**config.mk**
```make
export PLATFORM = sky130hd
export DESIGN_NAME = lan_datagram_kind_classifier
export DESIGN_NICKNAME = d
export VERILOG_FILES = /design/src/rtl/core/ldkc_pkg.sv /design/src/rtl/core/lan_datagram_kind_classifier.sv
export SDC_FILE = /design/constraint.sdc
export NUM_CORES = 1
export LEC_CHECK = 0
export BUFFER_PORTS_ARGS = -buffer_cell sky130_fd_sc_hd__buf_2
export CAP_MARGIN = 40
export CORE_MARGIN = 3
export CORE_UTILIZATION = 45
export CTS_CLUSTER_DIAMETER = 40
export DETAILED_ROUTE_END_ITERATION = 10
export PLACE_DENSITY = 0.61
export SLEW_MARGIN = 10
export SYNTH_ARGS = -nofsm -noshare
export SYNTH_HDL_FRONTEND = slang
export SYNTH_SLANG_ARGS = --single-unit
```
**constraint.sdc**
```tcl
create_clock -name clock -period 8.8 [get_ports clock]
set_input_delay 0.44 -clock clock [delete_from_list [all_inputs] [get_ports clock]]
set_output_delay 0.44 -clock clock [all_outputs]
set_load 0.01 [all_outputs]
```
**src/rtl/core/ldkc_pkg.sv**
```systemverilog
// ldkc_pkg: shared types and constants for the LAN datagram kind classifier
// header layout, kind codes, register indexes and fixed datagram lengths
// no dependencies
`default_nettype none

package ldkc_pkg;

   // counter width default (range 8 to 32)
   localparam int CountBitsDefault = 16;

   // header layout
   localparam int HeaderBytes  = 16;
   localparam int LengthOffset = 0;
   localparam int TypeOffset   = 4;
   localparam int LengthBytes  = 4;
   localparam int TypeBytes    = 2;
   localparam int MarkAPos     = 'h10;
   localparam int MarkBPos     = 'h11;

   localparam int LengthBits = 8 * LengthBytes;
   localparam int TypeBits   = 8 * TypeBytes;

   // result codes
   localparam int KindBits = 4;
   typedef enum logic [KindBits-1:0] {
      KindUnknown    = 4'd0,
      KindPing       = 4'd1,
      KindRetransmit = 4'd2,
      KindControl    = 4'd3,
      KindWatchdog   = 4'd4,
      KindToken      = 4'd5,
      KindStatus     = 4'd6,
      KindLoginResp  = 4'd7,
      KindLogin      = 4'd8,
      KindConnInfo   = 4'd9,
      KindOpenClose  = 4'd10,
      KindCaps       = 4'd11,
      KindCiv        = 4'd12,
      KindAudio      = 4'd13
   } kind_type;

   // fixed declared lengths
   localparam logic [LengthBits-1:0] LenControl   = LengthBits'(HeaderBytes);
   localparam logic [LengthBits-1:0] LenWatchdog  = 32'h14;
   localparam logic [LengthBits-1:0] LenToken     = 32'h40;
   localparam logic [LengthBits-1:0] LenStatus    = 32'h50;
   localparam logic [LengthBits-1:0] LenLoginResp = 32'h60;
   localparam logic [LengthBits-1:0] LenLogin     = 32'h80;
   localparam logic [LengthBits-1:0] LenConnInfo  = 32'h90;
   localparam logic [LengthBits-1:0] LenOpenClose = 32'h16;
   localparam logic [LengthBits-1:0] LenCivMin    = 32'h15;
   localparam logic [LengthBits-1:0] LenAudioMin  = 32'h18;

   // capabilities: base + n * step, n >= 1
   localparam int CapsBase = 'h42;
   localparam int CapsStep = 'h66;
   localparam logic [LengthBits-1:0] LenCapsMin = LengthBits'(CapsBase + CapsStep);
   // step is 2 * 51 and 256 is 1 mod 51: residue mod 51 is a byte sum
   localparam int CapsOddFactor = CapsStep / 2;
   localparam int CapsResidue   = CapsBase % CapsOddFactor;

   // marker bytes
   localparam logic [7:0] MarkOpenA = 8'h01;
   localparam logic [7:0] MarkOpenB = 8'hc0;
   localparam logic [7:0] MarkCivA0 = 8'hc0;
   localparam logic [7:0] MarkCivA1 = 8'hc1;

   // configuration registers
   localparam int CsrAddrBits = 3;
   localparam int CsrDataBits = 32;
   localparam logic CsrPingIdx       = 1'b0;
   localparam logic CsrRetransmitIdx = 1'b1;
   localparam logic [TypeBits-1:0] PingCodeReset       = 16'd7;
   localparam logic [TypeBits-1:0] RetransmitCodeReset = 16'd1;

endpackage

`default_nettype wire

```
**src/rtl/core/lan_datagram_kind_classifier.sv**
```systemverilog
// lan_datagram_kind_classifier: top level, byte capture and kind decision
// depends on ldkc_pkg
`default_nettype none

// Classifies one received UDP datagram that arrives as a stream of bytes,
// one byte per req_ transfer, with req_last set on the final byte. The block
// counts the bytes (saturating at COUNT_BITS bits) and captures the 32-bit
// little-endian declared length at offset 0, the 16-bit type at offset 4 and
// the bytes at offsets 0x10 and 0x11. For every final byte one rsp_ transfer
// carries rsp_kind; non-final bytes produce nothing. A byte is taken every
// cycle while the result side keeps up; the final byte's snapshot goes to a
// decision register, then to the result register that drives rsp_valid,
// and both registers let a stalled result wait while the next datagram
// streams in. Ready drops only while both registers hold results and
// rsp_ready is low.
// csr_ registers (byte address 4*i): 0 ping type code (reset 7),
// 1 retransmit type code (reset 1); write them only while the block is idle.
module lan_datagram_kind_classifier #(
   parameter int COUNT_BITS = ldkc_pkg::CountBitsDefault
) (
   input  wire logic                             clock,
   input  wire logic                             reset,

   input  wire logic                             req_valid,
   output logic                                  req_ready,
   input  wire logic [7:0]                       req_data_byte,
   input  wire logic                             req_last,

   output logic                                  rsp_valid,
   input  wire logic                             rsp_ready,
   output logic [ldkc_pkg::KindBits-1:0]         rsp_kind,

   input  wire logic                             csr_psel,
   input  wire logic                             csr_penable,
   input  wire logic                             csr_pwrite,
   input  wire logic [ldkc_pkg::CsrAddrBits-1:0] csr_paddr,
   input  wire logic [ldkc_pkg::CsrDataBits-1:0] csr_pwdata,
   output logic [ldkc_pkg::CsrDataBits-1:0]      csr_prdata,
   output logic                                  csr_pready
);
   import ldkc_pkg::*;

   localparam logic [COUNT_BITS-1:0] CountMax = {COUNT_BITS{1'b1}};

   // configuration registers
   logic [TypeBits-1:0] ping_code_ff;
   logic [TypeBits-1:0] retx_code_ff;
   logic                csr_write;

   // datagram state, one per byte stream
   logic [COUNT_BITS-1:0] count_ff,  count_in;
   logic [LengthBits-1:0] length_ff, length_in;
   logic [TypeBits-1:0]   type_ff,   type_in;
   logic [7:0]            mark_a_ff, mark_a_in;
   logic [7:0]            mark_b_ff, mark_b_in;

   // decision register: snapshot of the finished datagram
   logic                  dec_valid_ff, dec_valid_in;
   logic [COUNT_BITS-1:0] dec_count_ff;
   logic [LengthBits-1:0] dec_length_ff;
   logic [TypeBits-1:0]   dec_type_ff;
   logic [7:0]            dec_mark_a_ff;
   logic [7:0]            dec_mark_b_ff;

   // result register
   logic                  rsp_valid_ff, rsp_valid_in;
   kind_type              rsp_kind_ff,  rsp_kind_in;

   logic req_xfer;
   logic rsp_load;
   logic dec_load;

   //--------------------------------------------------------------------
   // configuration port
   //--------------------------------------------------------------------
   assign csr_pready = 1'b1;
   assign csr_write  = csr_psel && csr_penable && csr_pwrite;

   always_ff @(posedge clock) begin
      if (reset) begin
         ping_code_ff <= PingCodeReset;
         retx_code_ff <= RetransmitCodeReset;
      end else if (csr_write) begin
         // low address bits are ignored, bit 2 picks the register
         unique case (csr_paddr[2])
            CsrPingIdx:       ping_code_ff <= csr_pwdata[TypeBits-1:0];
            CsrRetransmitIdx: retx_code_ff <= csr_pwdata[TypeBits-1:0];
            default:          ping_code_ff <= ping_code_ff;
         endcase
      end
   end

   always_comb begin
      unique case (csr_paddr[2])
         CsrPingIdx:       csr_prdata = CsrDataBits'(ping_code_ff);
         CsrRetransmitIdx: csr_prdata = CsrDataBits'(retx_code_ff);
         default:          csr_prdata = '0;
      endcase
   end

   //--------------------------------------------------------------------
   // flow control
   //--------------------------------------------------------------------
   // result register frees up when empty or when its transfer completes
   assign rsp_load  = !rsp_valid_ff || rsp_ready;
   // decision register can take a new snapshot when empty or moving on
   assign dec_load  = !dec_valid_ff || rsp_load;
   assign req_ready = dec_load;
   assign req_xfer  = req_valid && req_ready;

   //--------------------------------------------------------------------
   // byte capture: next state of the current datagram
   //--------------------------------------------------------------------
   always_comb begin
      length_in = length_ff;
      type_in   = type_ff;
      mark_a_in = mark_a_ff;
      mark_b_in = mark_b_ff;

      // byte lands at the position the count points at (offsets may overlap)
      for (int k = 0; k < LengthBytes; k++) begin
         if (count_ff == COUNT_BITS'(LengthOffset + k)) begin
            length_in[8*k +: 8] = req_data_byte;
         end
      end
      for (int k = 0; k < TypeBytes; k++) begin
         if (count_ff == COUNT_BITS'(TypeOffset + k)) begin
            type_in[8*k +: 8] = req_data_byte;
         end
      end
      if (count_ff == COUNT_BITS'(MarkAPos)) begin
         mark_a_in = req_data_byte;
      end
      if (count_ff == COUNT_BITS'(MarkBPos)) begin
         mark_b_in = req_data_byte;
      end

      // count holds once saturated
      if (count_ff != CountMax) begin
         count_in = count_ff + COUNT_BITS'(1);
      end else begin
         count_in = count_ff;
      end
   end

   always_ff @(posedge clock) begin
      if (reset) begin
         count_ff  <= '0;
         length_ff <= '0;
         type_ff   <= '0;
         mark_a_ff <= '0;
         mark_b_ff <= '0;
      end else if (req_xfer) begin
         if (req_last) begin
            // final byte: start the next datagram from a clean header
            count_ff  <= '0;
            length_ff <= '0;
            type_ff   <= '0;
            mark_a_ff <= '0;
            mark_b_ff <= '0;
         end else begin
            count_ff  <= count_in;
            length_ff <= length_in;
            type_ff   <= type_in;
            mark_a_ff <= mark_a_in;
            mark_b_ff <= mark_b_in;
         end
      end
   end

   //--------------------------------------------------------------------
   // decision register
   //--------------------------------------------------------------------
   always_comb begin
      if (req_xfer && req_last) begin
         dec_valid_in = 1'b1;
      end else if (rsp_load) begin
         dec_valid_in = 1'b0;
      end else begin
         dec_valid_in = dec_valid_ff;
      end
   end

   always_ff @(posedge clock) begin
      if (reset) begin
         dec_valid_ff <= 1'b0;
      end else begin
         dec_valid_ff <= dec_valid_in;
      end
   end

   always_ff @(posedge clock) begin
      if (req_xfer && req_last) begin
         dec_count_ff  <= count_in;
         dec_length_ff <= length_in;
         dec_type_ff   <= type_in;
         dec_mark_a_ff <= mark_a_in;
         dec_mark_b_ff <= mark_b_in;
      end
   end

   //--------------------------------------------------------------------
   // kind decision
   //--------------------------------------------------------------------
   logic [LengthBits-1:0] rx_len;
   logic [9:0]            byte_sum;
   logic [8:0]            byte_fold;
   logic                  caps_step_ok;

   assign rx_len = LengthBits'(dec_count_ff);

   // length == base mod step: even, and byte sum folded mod 51 hits the
   // residue (fold is at most 258, so only a few candidates)
   always_comb begin
      byte_sum = '0;
      for (int k = 0; k < LengthBytes; k++) begin
         byte_sum = byte_sum + 10'(dec_length_ff[8*k +: 8]);
      end
      byte_fold    = 9'(byte_sum[7:0]) + 9'(byte_sum[9:8]);
      caps_step_ok = 1'b0;
      for (int k = 0; k < 6; k++) begin
         if (byte_fold == 9'(CapsResidue + k * CapsOddFactor)) begin
            caps_step_ok = 1'b1;
         end
      end
      caps_step_ok = caps_step_ok && !dec_length_ff[0];
   end

   always_comb begin
      priority if (rx_len < LengthBits'(HeaderBytes)) begin
         rsp_kind_in = KindUnknown;
      end else if (dec_type_ff == ping_code_ff) begin
         rsp_kind_in = KindPing;
      end else if (dec_type_ff == retx_code_ff) begin
         rsp_kind_in = KindRetransmit;
      end else if (dec_length_ff > rx_len) begin
         // header claims more than arrived
         rsp_kind_in = KindUnknown;
      end else if (dec_length_ff == LenControl) begin
         rsp_kind_in = KindControl;
      end else if (dec_length_ff == LenWatchdog) begin
         rsp_kind_in = KindWatchdog;
      end else if (dec_length_ff == LenToken) begin
         rsp_kind_in = KindToken;
      end else if (dec_length_ff == LenStatus) begin
         rsp_kind_in = KindStatus;
      end else if (dec_length_ff == LenLoginResp) begin
         rsp_kind_in = KindLoginResp;
      end else if (dec_length_ff == LenLogin) begin
         rsp_kind_in = KindLogin;
      end else if (dec_length_ff == LenConnInfo) begin
         rsp_kind_in = KindConnInfo;
      end else if (dec_length_ff == LenOpenClose && dec_mark_a_ff == MarkOpenA &&
                   dec_mark_b_ff == MarkOpenB) begin
         rsp_kind_in = KindOpenClose;
      end else if (dec_length_ff >= LenCapsMin && caps_step_ok) begin
         rsp_kind_in = KindCaps;
      end else if (dec_length_ff >= LenCivMin &&
                   (dec_mark_a_ff == MarkCivA0 || dec_mark_a_ff == MarkCivA1)) begin
         rsp_kind_in = KindCiv;
      end else if (dec_length_ff >= LenAudioMin) begin
         rsp_kind_in = KindAudio;
      end else begin
         rsp_kind_in = KindUnknown;
      end
   end

   //--------------------------------------------------------------------
   // result register
   //--------------------------------------------------------------------
   always_comb begin
      if (rsp_load) begin
         rsp_valid_in = dec_valid_ff;
      end else begin
         rsp_valid_in = rsp_valid_ff;
      end
   end

   always_ff @(posedge clock) begin
      if (reset) begin
         rsp_valid_ff <= 1'b0;
      end else begin
         rsp_valid_ff <= rsp_valid_in;
      end
   end

   always_ff @(posedge clock) begin
      if (rsp_load && dec_valid_ff) begin
         rsp_kind_ff <= rsp_kind_in;
      end
   end

   assign rsp_valid = rsp_valid_ff;
   assign rsp_kind  = rsp_kind_ff;

endmodule

`default_nettype wire

```
# [Word level (Yosys, flattened, before mapping)]
# Cells that the tools add are included.
[op_classes] div=0 mux=37 n_reduce_logical=23 n_addsub=5 eq_ne=28 mul=0 magnitude_cmp=5 shifts=0 bitwise=1
[op_table] op="32-bit by 5-bit == test with 1-bit output, second input constant" n=3
[op_table] op="32-bit by 7-bit == test with 1-bit output, second input constant" n=3
[op_table] op="8-bit 2-to-1 mux" n=10
[op_table] op="32-bit by 8-bit == test with 1-bit output, second input constant" n=2
[op_table] op="32-bit by 5-bit >= comparator with 1-bit output, second input constant" n=2
[op_table] op="32-bit case mux with 2 select lines" n=1
[op_table] op="16-bit 2-to-1 mux" n=3
[op_table] op="16-bit == test" n=2
[op_table] op="16-bit by 2-bit == test with 1-bit output, second input constant" n=2
[op_table] op="16-bit by 3-bit == test with 1-bit output, second input constant" n=2
[op_table] op="16-bit by 5-bit == test with 1-bit output, second input constant" n=2
[op_table] op="32-bit by 8-bit >= comparator with 1-bit output, second input constant" n=1
[op_table] op="32-bit by 16-bit greater-than comparator with 1-bit output" n=1
[op_table] op="32-bit 2-to-1 mux" n=1
[op_table] op="8-bit == test, second input constant" n=3
[op_table] op="4-bit 2-to-1 mux" n=6
[op_table] op="9-bit by 7-bit == test with 1-bit output, second input constant" n=2
[op_table] op="9-bit by 8-bit == test with 1-bit output, second input constant" n=2
[op_table] op="16-bit by 1-bit adder with 16-bit output, second input constant" n=1
[op_table] op="16-bit by 1-bit == test with 1-bit output, second input constant" n=1
[op_table] op="16-bit zero test" n=1
[op_table] op="16-bit by 5-bit less-than comparator with 1-bit output, second input constant" n=1
[op_table] op="16-bit != test, second input constant" n=1
[op_table] op="3-bit 2-to-1 mux" n=4
[op_table] op="other kinds (18)" n=42
[totals] wordCells=117 latchBits=0 output_inout_bits=39 ff_bits=198 ramBits=0 mem_bits_ro=0 n_memories=0

# [Longest topological paths before layout]
# Gate-level depths: netlist (run 1).
[depth] depth_word=25 mapped_depth=22 ltp_nobuf=22

# [Least setup slack after synthesis (run 1)]
# OpenSTA, ideal clock, no wires.
[synth_timing] path_type="register -> register" startpoint="register dec_length_ff[1]" endpoint="register rsp_kind_ff[1] (netlist: rsp_kind[1]), data pin" setup_time_ns=0.190 t_required_ns=8.610 synth_period_minus_slack_ns=5.277 setup_slack_ns=3.523 stages_incl_launch_ff=23 t_arrival_ns=5.086 path_cell_list="edfxtp_1 > inv_1 > fa_1 > fa_1 > inv_1 > ha_1 > inv_1 > fa_1 > and2b_1 > o221a_2 > o31a_1 > o21ai_0 > nand2b_1 > ha_1 > a21oi_1 > or3b_4 > nor3_4 > xor2_1 > or3_1 > a2111o_1 > o21ai_2 > nor2_1 > a2111oi_2"
[synth_between] elab_chain_cells=24 word_cells_on_any_way=44
[synth_lines] element="start, declared" line="lan_datagram_kind_classifier.sv:60" rtl="logic [LengthBits-1:0] dec_length_ff;"
[synth_lines] element="start signal, assigned" line="lan_datagram_kind_classifier.sv:195" rtl="dec_length_ff <= length_in;"
[synth_lines] element="8-bit by 8-bit adder with 9-bit output" line="lan_datagram_kind_classifier.sv:217" rtl="byte_sum = byte_sum + 10'(dec_length_ff[8*k +: 8]);"
[synth_lines] element="9-bit by 8-bit adder with 10-bit output" line="lan_datagram_kind_classifier.sv:217"
[synth_lines] element="10-bit by 8-bit adder with 10-bit output" line="lan_datagram_kind_classifier.sv:217"
[synth_lines] element="8-bit by 2-bit adder with 9-bit output" line="lan_datagram_kind_classifier.sv:219" rtl="byte_fold = 9'(byte_sum[7:0]) + 9'(byte_sum[9:8]);"
[synth_lines] element="9-bit by 4-bit == test with 1-bit output" line="lan_datagram_kind_classifier.sv:222" rtl="if (byte_fold == 9'(CapsResidue + k * CapsOddFactor)) begin"
[synth_lines] element="1-bit 2-to-1 mux (6 in a row)" line="lan_datagram_kind_classifier.sv:222"
[synth_lines] element="1-bit logical AND" line="lan_datagram_kind_classifier.sv:226" rtl="caps_step_ok = caps_step_ok && !dec_length_ff[0];"
[synth_lines] element="1-bit logical AND" line="lan_datagram_kind_classifier.sv:256" rtl="end else if (dec_length_ff >= LenCapsMin && caps_step_ok) begin"
[synth_lines] element="[3 not listed]"
[synth_lines] element="4-bit 2-to-1 mux" line="lan_datagram_kind_classifier.sv:249" rtl="end else if (dec_length_ff == LenLogin) begin"
[synth_lines] element="3-bit 2-to-1 mux" line="lan_datagram_kind_classifier.sv:247" rtl="end else if (dec_length_ff == LenLoginResp) begin"
[synth_lines] element="3-bit 2-to-1 mux" line="lan_datagram_kind_classifier.sv:245" rtl="end else if (dec_length_ff == LenStatus) begin"
[synth_lines] element="3-bit 2-to-1 mux" line="lan_datagram_kind_classifier.sv:243" rtl="end else if (dec_length_ff == LenToken) begin"
[synth_lines] element="3-bit 2-to-1 mux" line="lan_datagram_kind_classifier.sv:241" rtl="end else if (dec_length_ff == LenWatchdog) begin"
[synth_lines] element="2-bit 2-to-1 mux" line="lan_datagram_kind_classifier.sv:239" rtl="end else if (dec_length_ff == LenControl) begin"
[synth_lines] element="2-bit 2-to-1 mux (*)" line="lan_datagram_kind_classifier.sv:236" rtl="end else if (dec_length_ff > rx_len) begin"
[synth_lines] element="2-bit 2-to-1 mux (*)" line="lan_datagram_kind_classifier.sv:234" rtl="end else if (dec_type_ff == retx_code_ff) begin"
[synth_lines] element="end signal, assigned" line="lan_datagram_kind_classifier.sv:289" rtl="rsp_kind_ff <= rsp_kind_in;"
[synth_lines] element="end, declared" line="lan_datagram_kind_classifier.sv:67" rtl="kind_type rsp_kind_ff, rsp_kind_in;"
# Mark *: on every way between the ends. The rest lies on a longest branch, timed or not.
# A chain may end at the register's enable or synchronous reset.

# [Worst setup path in the final report (run 1)]
# Same ends and word-level chain as after synthesis.

==> run_results.csv, run 1 <==
group,metric,value,unit
run_status,status,"completed",
drt,drtAntennaViolNets,0,
flow_run,drv_cap,0,
finish,ff_latch_area,0.00480,mm²
worst_setup_path,rr_endpoint,"rsp_kind[1]",
floorplanning,start_util,46.5,%
clock_network,numClockSinks,198,
sta,holdWs,0.233,ns
sta,finClkSkew,0.0149,ns
worst_setup_path,crit_type,"reg -> reg",
logic_synthesis,yosysWarnings,0,
logic_synthesis,ys.flop_type,"dfxtp_1",
worst_setup_path,cp.depth,22,
power_and_ir_drop,power.switching,0.608,mW
floorplanning,dieArea,0.0249,mm²
global_route,grt_pass1_wl,40300,µm
worst_setup_path,critical_path_buf_inv_count,3,
logic_synthesis,ys_ff_latch,198,
sta,relSlewSlack,38.7,%
worst_setup_path,path_max_fanout,4,
sta,worst_pin_slew,0.913,ns
hold_path,min_to,"ping_code_ff[1]",
finish,syn_to_final_growth,10.5,%
clock_network,clockBufferDepth,2,
logic_synthesis,synthArstFlopShare,0,%
hold_path,hp-start,"csr_pwdata[1]",
clock_network,cts_inserted_buffers,17,
worst_setup_path,rrSetupSlack,3.08,ns
clock_network,postCtsSetupBuffers,0,
sta,hold_viol_final,0,
logic_synthesis,synth_commonest_cells,"nand2_1 (150), dfxtp_1 (114), nor2_1 (107)",
drt,drtPass1Iterations,6,
power_and_ir_drop,sw_frac_of_total,29.0,%
global_route,grt_max_degree,65,
worst_setup_path,slowest_delay,0.51,ns
clock_network,root_buffer,"clkbuf_16",
logic_synthesis,synth_edf_count,84,
logic_synthesis,avgSynthCellArea,9.72,µm²
floorplanning,die_w,158,µm
hold_path,hold_path_depth,3,
clock_network,cts_tree,"built",
finish,multi_input_area,0.00503,mm²
power_and_ir_drop,seq_power_share,47.4,%
sta,max_freq,0.175,GHz
worst_setup_path,cp-end-kind,"flop",
finish,final_nets,1200,
worst_setup_path,cp_slowest_cell,"fa_1",
finish,antenna_cells,0,
global_route,grt_pass1_vias,7314,
place,hpwl,18100,µm
logic_synthesis,synth_seq_area_share,46.4,%
logic_synthesis,synthMuxAreaShare,6.96,%
finish,drive_above_1_share,15.6,%
logic_synthesis,synth_top_family_by_area,"simple AND/OR/NAND/NOR gates",
worst_setup_path,crit_path_start_kind,"flop",
power_and_ir_drop,total_power,2.09,mW
logic_synthesis,synth_adder_area_share,7.04,%
sta,timing.setup.tns,0,ns
power_and_ir_drop,p_leak,4.62,nW
place,pre_cts_ws,3.06,ns
global_route,antenna_found_initial,0,
logic_synthesis,synth_most_common_cell,"nand2_1",
power_and_ir_drop,internal_power,1.49,mW
worst_setup_path,reg2reg_from,"dec_length_ff[1]",
logic_synthesis,synth-simple-area-share,17.1,%
place,place_inst,1362,
sta,finalWorstSetupSlack,3.08,ns
clock_network,clk_latency,0.43,ns
clock_network,path_clk_slew,0.08,ns
power_and_ir_drop,clock_power_share,36.8,%
floorplanning,core,0.0222,mm²
sta,min_period_over_period,65.0,%
worst_setup_path,rr_worst_depth,22,
logic_synthesis,synth_area_leaders,"edfxtp_1 (24%), dfxtp_1 (22%), mux2_2 (7.0%), a22oi_1 (5.4%), nand2_1 (5.4%)",
logic_synthesis,synth_cells,1065,
place,place.gp.congestion,0.862,
place,portBuffers,54,
logic_synthesis,synth_cell_type_count,66,
sta,maxSlewViolCount,0,
floorplanning,num_rows,54,
sta,finalCriticalPeriod,5.72,ns
drt,drtIter0Drc,495,
drt,drc,0,
sta,rsz0062_at_grt,"false",
logic_synthesis,synth_top_area_share,24.4,%
floorplanning,die_h,158,µm
power_and_ir_drop,p_comb_share,15.8,%
worst_setup_path,arrival,5.95,ns
finish,nFillCells,2063,
drt,post_drt_wl_per_cell,18.3,µm
floorplanning,ios,90,
drt,vias,7640,
clock_network,cts_hold_buffers,0,
logic_synthesis,netlist.top_cell.by_area,"edfxtp_1",
sta,setup_viol,0,
worst_setup_path,crit_chain,"inv_1 > fa_1 > fa_1 > inv_1 > ha_1 > inv_1 > fa_1 > and2b_1 > o221a_2 > o31a_1 > o21ai_0 > nand2b_1 > ha_1 > a21oi_1 > or3b_4 > nor3_4 > xor2_1 > or3_1 > a2111o_1 > o21ai_2 > nor2_1 > a2111oi_2",
finish,final_cells,1394,
clock_network,cts-resized-gates,0,
drt,wl,25500,µm
logic_synthesis,synth_compound_area_share,12.0,%
logic_synthesis,synth-xor-area-share,4.85,%
hold_path,min_path_type,"in -> reg",
power_and_ir_drop,power.density,183,mW/mm²
worst_setup_path,cp_top_family,"adder cells",
worst_setup_path,cp.required,9.03,ns
global_route,grt_overflow,0,
power_and_ir_drop,ir_drop,132,µV
logic_synthesis,netlist_area,0.0103,mm²
drt,avgViaCountPerCell,5.48,
global_route,grt_use_total,20.9,%
clock_network,htreeDepth,4,
[tightest hold or removal path: stages]
cell and delay, ns:
buf_2 0.08, nand2_1 0.04, nand3b_1 0.06
[power groups by stage]
stage	Clock, mW	Sequential [mW]	Combinational, mW
after detailed placement	0	1.01	0.330
after global routing	0.821	0.994	0.369
after CTS	0.784	0.991	0.332
after global placement	0	1.01	0.324
after floorplan	0	1.01	0.254
final	0.771	0.992	0.331
[flip-flops by register name (all words and copies together), names as in the netlist, 16 cells and up]
name	flops
length_ff	32
dec_type_ff	16
retx_code_ff	16
count_ff	16
type_ff	16
ping_code_ff	16
dec_count_ff	16
dec_length_ff	32
[area by class of cell]
cell class	count	area share [%]
clock buffer	18	3.75
sequential	198	42.0
inverter	71	2.33
clock inverter	14	1.44
tap	280	3.06
timing repair buffer	63	3.36
multi-input combinational	750	44.0
[cell families after synthesis]
family,count (synthesis)
and+or+nand+nor,385
DFF,198
AOI/OAI and AO/OA,182
buffers and inverters,132
muxes,64
xor gates and xnor gates,54
adders and majority gates,48
other,2
[cells in the final DEF, fill, tap and decap left out, types with 4 or more instances in the layout]
master	instances
o211ai_1	4
xnor2_1	14
nor4_1	27
mux2_2	64
o21a_1	4
nor2_1	107
dfxtp_1	114
and2_1	5
o21ai_1	7
or3_1	6
buf_4	7
conb_1	17
o21ai_0	15
a22oi_1	75
edfxtp_1	84
clkbuf_16	17
nor2b_1	15
a21oi_1	49
nand4_1	11
nor3_1	9
buf_2	53
and3_1	7
xor2_1	37
nand3b_1	6
nand3_1	22
fa_1	17
ha_1	31
nand2_1	150
inv_1	68
a31oi_1	4
clkinv_8	6
nand2b_1	4
[layer usage]
| metal | GRT usage, % | up-vias | wire length [µm] |
|---|---|---|---|
| met4 | 4.21 | 0 | 244 |
| met5 | 0 | - | 0 |
| met2 | 33.4 | 202 | 11600 |
| met1 | 29.9 | 3640 | 12100 |
| met3 | 4.10 | 14 | 1550 |
| li1 | - | 3784 | - |
[worst max path at each step]
stage / endpoint / slack [ns] / startpoint
after CTS: rsp_kind[1] / 3.04 / dec_length_ff[1]
after global placement: rsp_kind[1] / 3.11 / dec_length_ff[1]
final: rsp_kind[1] / 3.08 / dec_length_ff[1]
after floorplan: rsp_kind[1] / 3.52 / dec_length_ff[1]
after detailed placement: rsp_kind[1] / 3.06 / dec_length_ff[1]
after global routing: rsp_kind[1] / 2.63 / dec_length_ff[1]
[through the flow]
| step | instance area (µm²) | util (%) |
|---|---|---|
| after detailed placement | 10800 | 48.8 |
| final | 11400 | 51.4 |
| after global placement | 10800 | 48.5 |
| after global routing | 11400 | 51.4 |
| after floorplan | 10400 | - |
| after CTS | 11400 | 51.4 |
Note: power is estimated with default switching activity, not from simulation.
==> inputs of run 2 (changes only) <==
- PLACE_DENSITY: 0.61 -> 0.63
- clock period: 8.8 -> 4.8 ns (I/O delays scaled with it)
==> run 2 against run 1 <==
  * Die area is the same
  * Routed wire length grew 0.83%
  * Largest cell class unchanged
  * Worst setup slack lost 3.4 ns
  * Register-to-register slack lost 3.4 ns
  * Combinational power grew 130%
  * Highest routed layer unchanged
  * The run now ends with setup timing left
  * Power grew 90%
  * Critical path type unchanged
==> run_results.csv, run 2 (synthesis results as in run 1) <==
group,metric,value,unit
clock_network,cts_hold_buffers,0,
clock_network,cts_tree,"built",
global_route,antenna_found_initial,1,
hold_path,min_path_type,"in -> reg",
finish,syn_to_final_growth,14.0,%
worst_setup_path,cp-end-kind,"flop",
place,pre_cts_ws,-0.504,ns
place,place_inst,1403,
floorplanning,ios,90,
sta,worst_pin_slew,0.848,ns
power_and_ir_drop,total_power,3.97,mW
worst_setup_path,cp.required,5.07,ns
clock_network,root_buffer,"clkbuf_16",
sta,finClkSkew,0.00985,ns
sta,hold_viol_final,0,
clock_network,clk_latency,0.43,ns
hold_path,hold_path_depth,3,
worst_setup_path,path_max_fanout,3,
power_and_ir_drop,p_leak,4.87,nW
finish,layout_common_cells,"nand2_1 (150), dfxtp_1 (114), nor2_1 (107)",
finish,antenna_cells,0,
global_route,grt_max_degree,62,
drt,post_drt_wl_per_cell,17.8,µm
sta,rsz0062_at_grt,"true",
floorplanning,num_rows,54,
sta,min_period_over_period,107,%
drt,wl_met1,12100,µm
worst_setup_path,arrival,5.41,ns
finish,final_cells,1443,
hold_path,min_to,"ping_code_ff[1]",
worst_setup_path,crit_type,"reg -> reg",
sta,finalCriticalPeriod,5.14,ns
finish,final_common_cell,"nand2_1",
worst_setup_path,rr_endpoint,"rsp_kind[2]",
flow_run,drv_cap,0,
finish,drive_above_1_share,19.9,%
sta,finalWorstSetupSlack,-0.337,ns
drt,drc,0,
finish,reg.largest.list,"dec_length_ff (32), length_ff (32)",
floorplanning,dieArea,0.0249,mm²
sta,max_freq,0.195,GHz
drt,drtPass1Iterations,5,
worst_setup_path,reg2reg_from,"dec_length_ff[1]",
global_route,grt_pass1_vias,7534,
floorplanning,start_util,46.5,%
clock_network,path_clk_slew,0.07,ns
power_and_ir_drop,ir_drop,237,µV
drt,drtAntennaViolNets,0,
drt,vias,7912,
place,hpwl,18600,µm
place,portBuffers,54,
clock_network,clockBufferDepth,2,
global_route,grt_pass1_wl,41300,µm
worst_setup_path,crit_path_start_kind,"flop",
global_route,grt_overflow,0,
power_and_ir_drop,power.density,337,mW/mm²
floorplanning,die_w,158,µm
run_status,status,"finished, violations left",
sta,relSlewSlack,43.3,%
drt,avgViaCountPerCell,5.48,
worst_setup_path,rr_worst_depth,23,
drt,top_layer_used,"met4",
clock_network,cts_inserted_buffers,17,
hold_path,hp-start,"csr_pwdata[1]",
clock_network,htreeDepth,4,
run_status,violations,"setup timing",
floorplanning,core,0.0222,mm²
drt,met2_length,11800,µm
place,place.gp.congestion,0.864,
drt,wl,25700,µm
sta,setup_viol,3,
clock_network,numClockSinks,198,
drt,drtIter0Drc,464,
worst_setup_path,rrSetupSlack,-0.34,ns
global_route,grt_use_total,21.4,%
floorplanning,die_h,158,µm
sta,maxSlewViolCount,0,
drt,wl_met3,1270,µm
finish,final_nets,1249,
## run 2: stage by stage
| step | utilization (%) | TNS (ns) | hold slack (ns) | instance area, µm² |
|---|---|---|---|---|
| final | 53.1 | -0.926 | 0.0513 | 11800 |
| after global routing | 53.1 | -1.79 | 0.0367 | 11800 |
| after CTS | 52.9 | -0.886 | 0.0282 | 11700 |
| after detailed placement | 50.0 | -1.32 | 0.472 | 11100 |
| after global placement | 50.0 | -1.04 | 0.466 | 11100 |
| after floorplan | - | -1.09 | 0.361 | 10400 |
## run 2: layer usage
metal | vias to the layer above | global-route usage [%]
li1 | 3881 | -
met1 | 3755 | 30.3
met2 | 237 | 33.6
met3 | 39 | 3.77
met4 | 0 | 6.57
met5 | - | 0
## run 2: final cells by class
cell class	count	area, µm²
flip-flops and latches	198	4800
repair buffers	112	708
fillers	1983	10400
clock buffers	25	539
clock inverters	7	53.8
multi-input cells	750	5080
inverters	71	267
well taps	280	350
## run 2: worst max path at each step
stage,from,endpoint,slack (ns),depth (start not counted)
after floorplan,dec_length_ff[1],rsp_kind[1],-0.43,22
after global placement,dec_length_ff[9],rsp_kind[1],-0.41,22
after detailed placement,dec_length_ff[17],rsp_kind[1],-0.50,22
after CTS,dec_length_ff[1],rsp_kind[1],-0.35,22
after global routing,dec_length_ff[9],rsp_kind[1],-0.63,23
final,dec_length_ff[1],rsp_kind[2],-0.34,23
## run 2: what timing repair did
action,CTS,global route
resized for setup,4,4
setup endpoints to repair,3,3
setup buffers,3,5
pin swaps,11,12
## run 2: critical path, stage by stage (launching register included)
cell and delay (ns):
edfxtp_1 0.40, inv_2 0.08, fa_1 0.42, fa_1 0.48, inv_1 0.04, ha_2 0.17
inv_2 0.05, fa_2 0.18, and2b_1 0.20, o221a_4 0.22, o31a_1 0.25, o21ai_1 0.13
nand2b_1 0.08, ha_1 0.29, a21oi_2 0.06, or3b_4 0.41, nor3_4 0.21, buf_4 0.14
nand3_2 0.08, xor2_2 0.20, o311ai_4 0.26, o21ai_2 0.11, or3b_1 0.37, a31oi_1 0.14
## run 2: power by group
group / total [mW] / internal, mW / switching [mW]
clock network: 1.41 / 0.792 / 0.614
logic: 0.753 / 0.336 / 0.417
registers: 1.82 / 1.79 / 0.0262
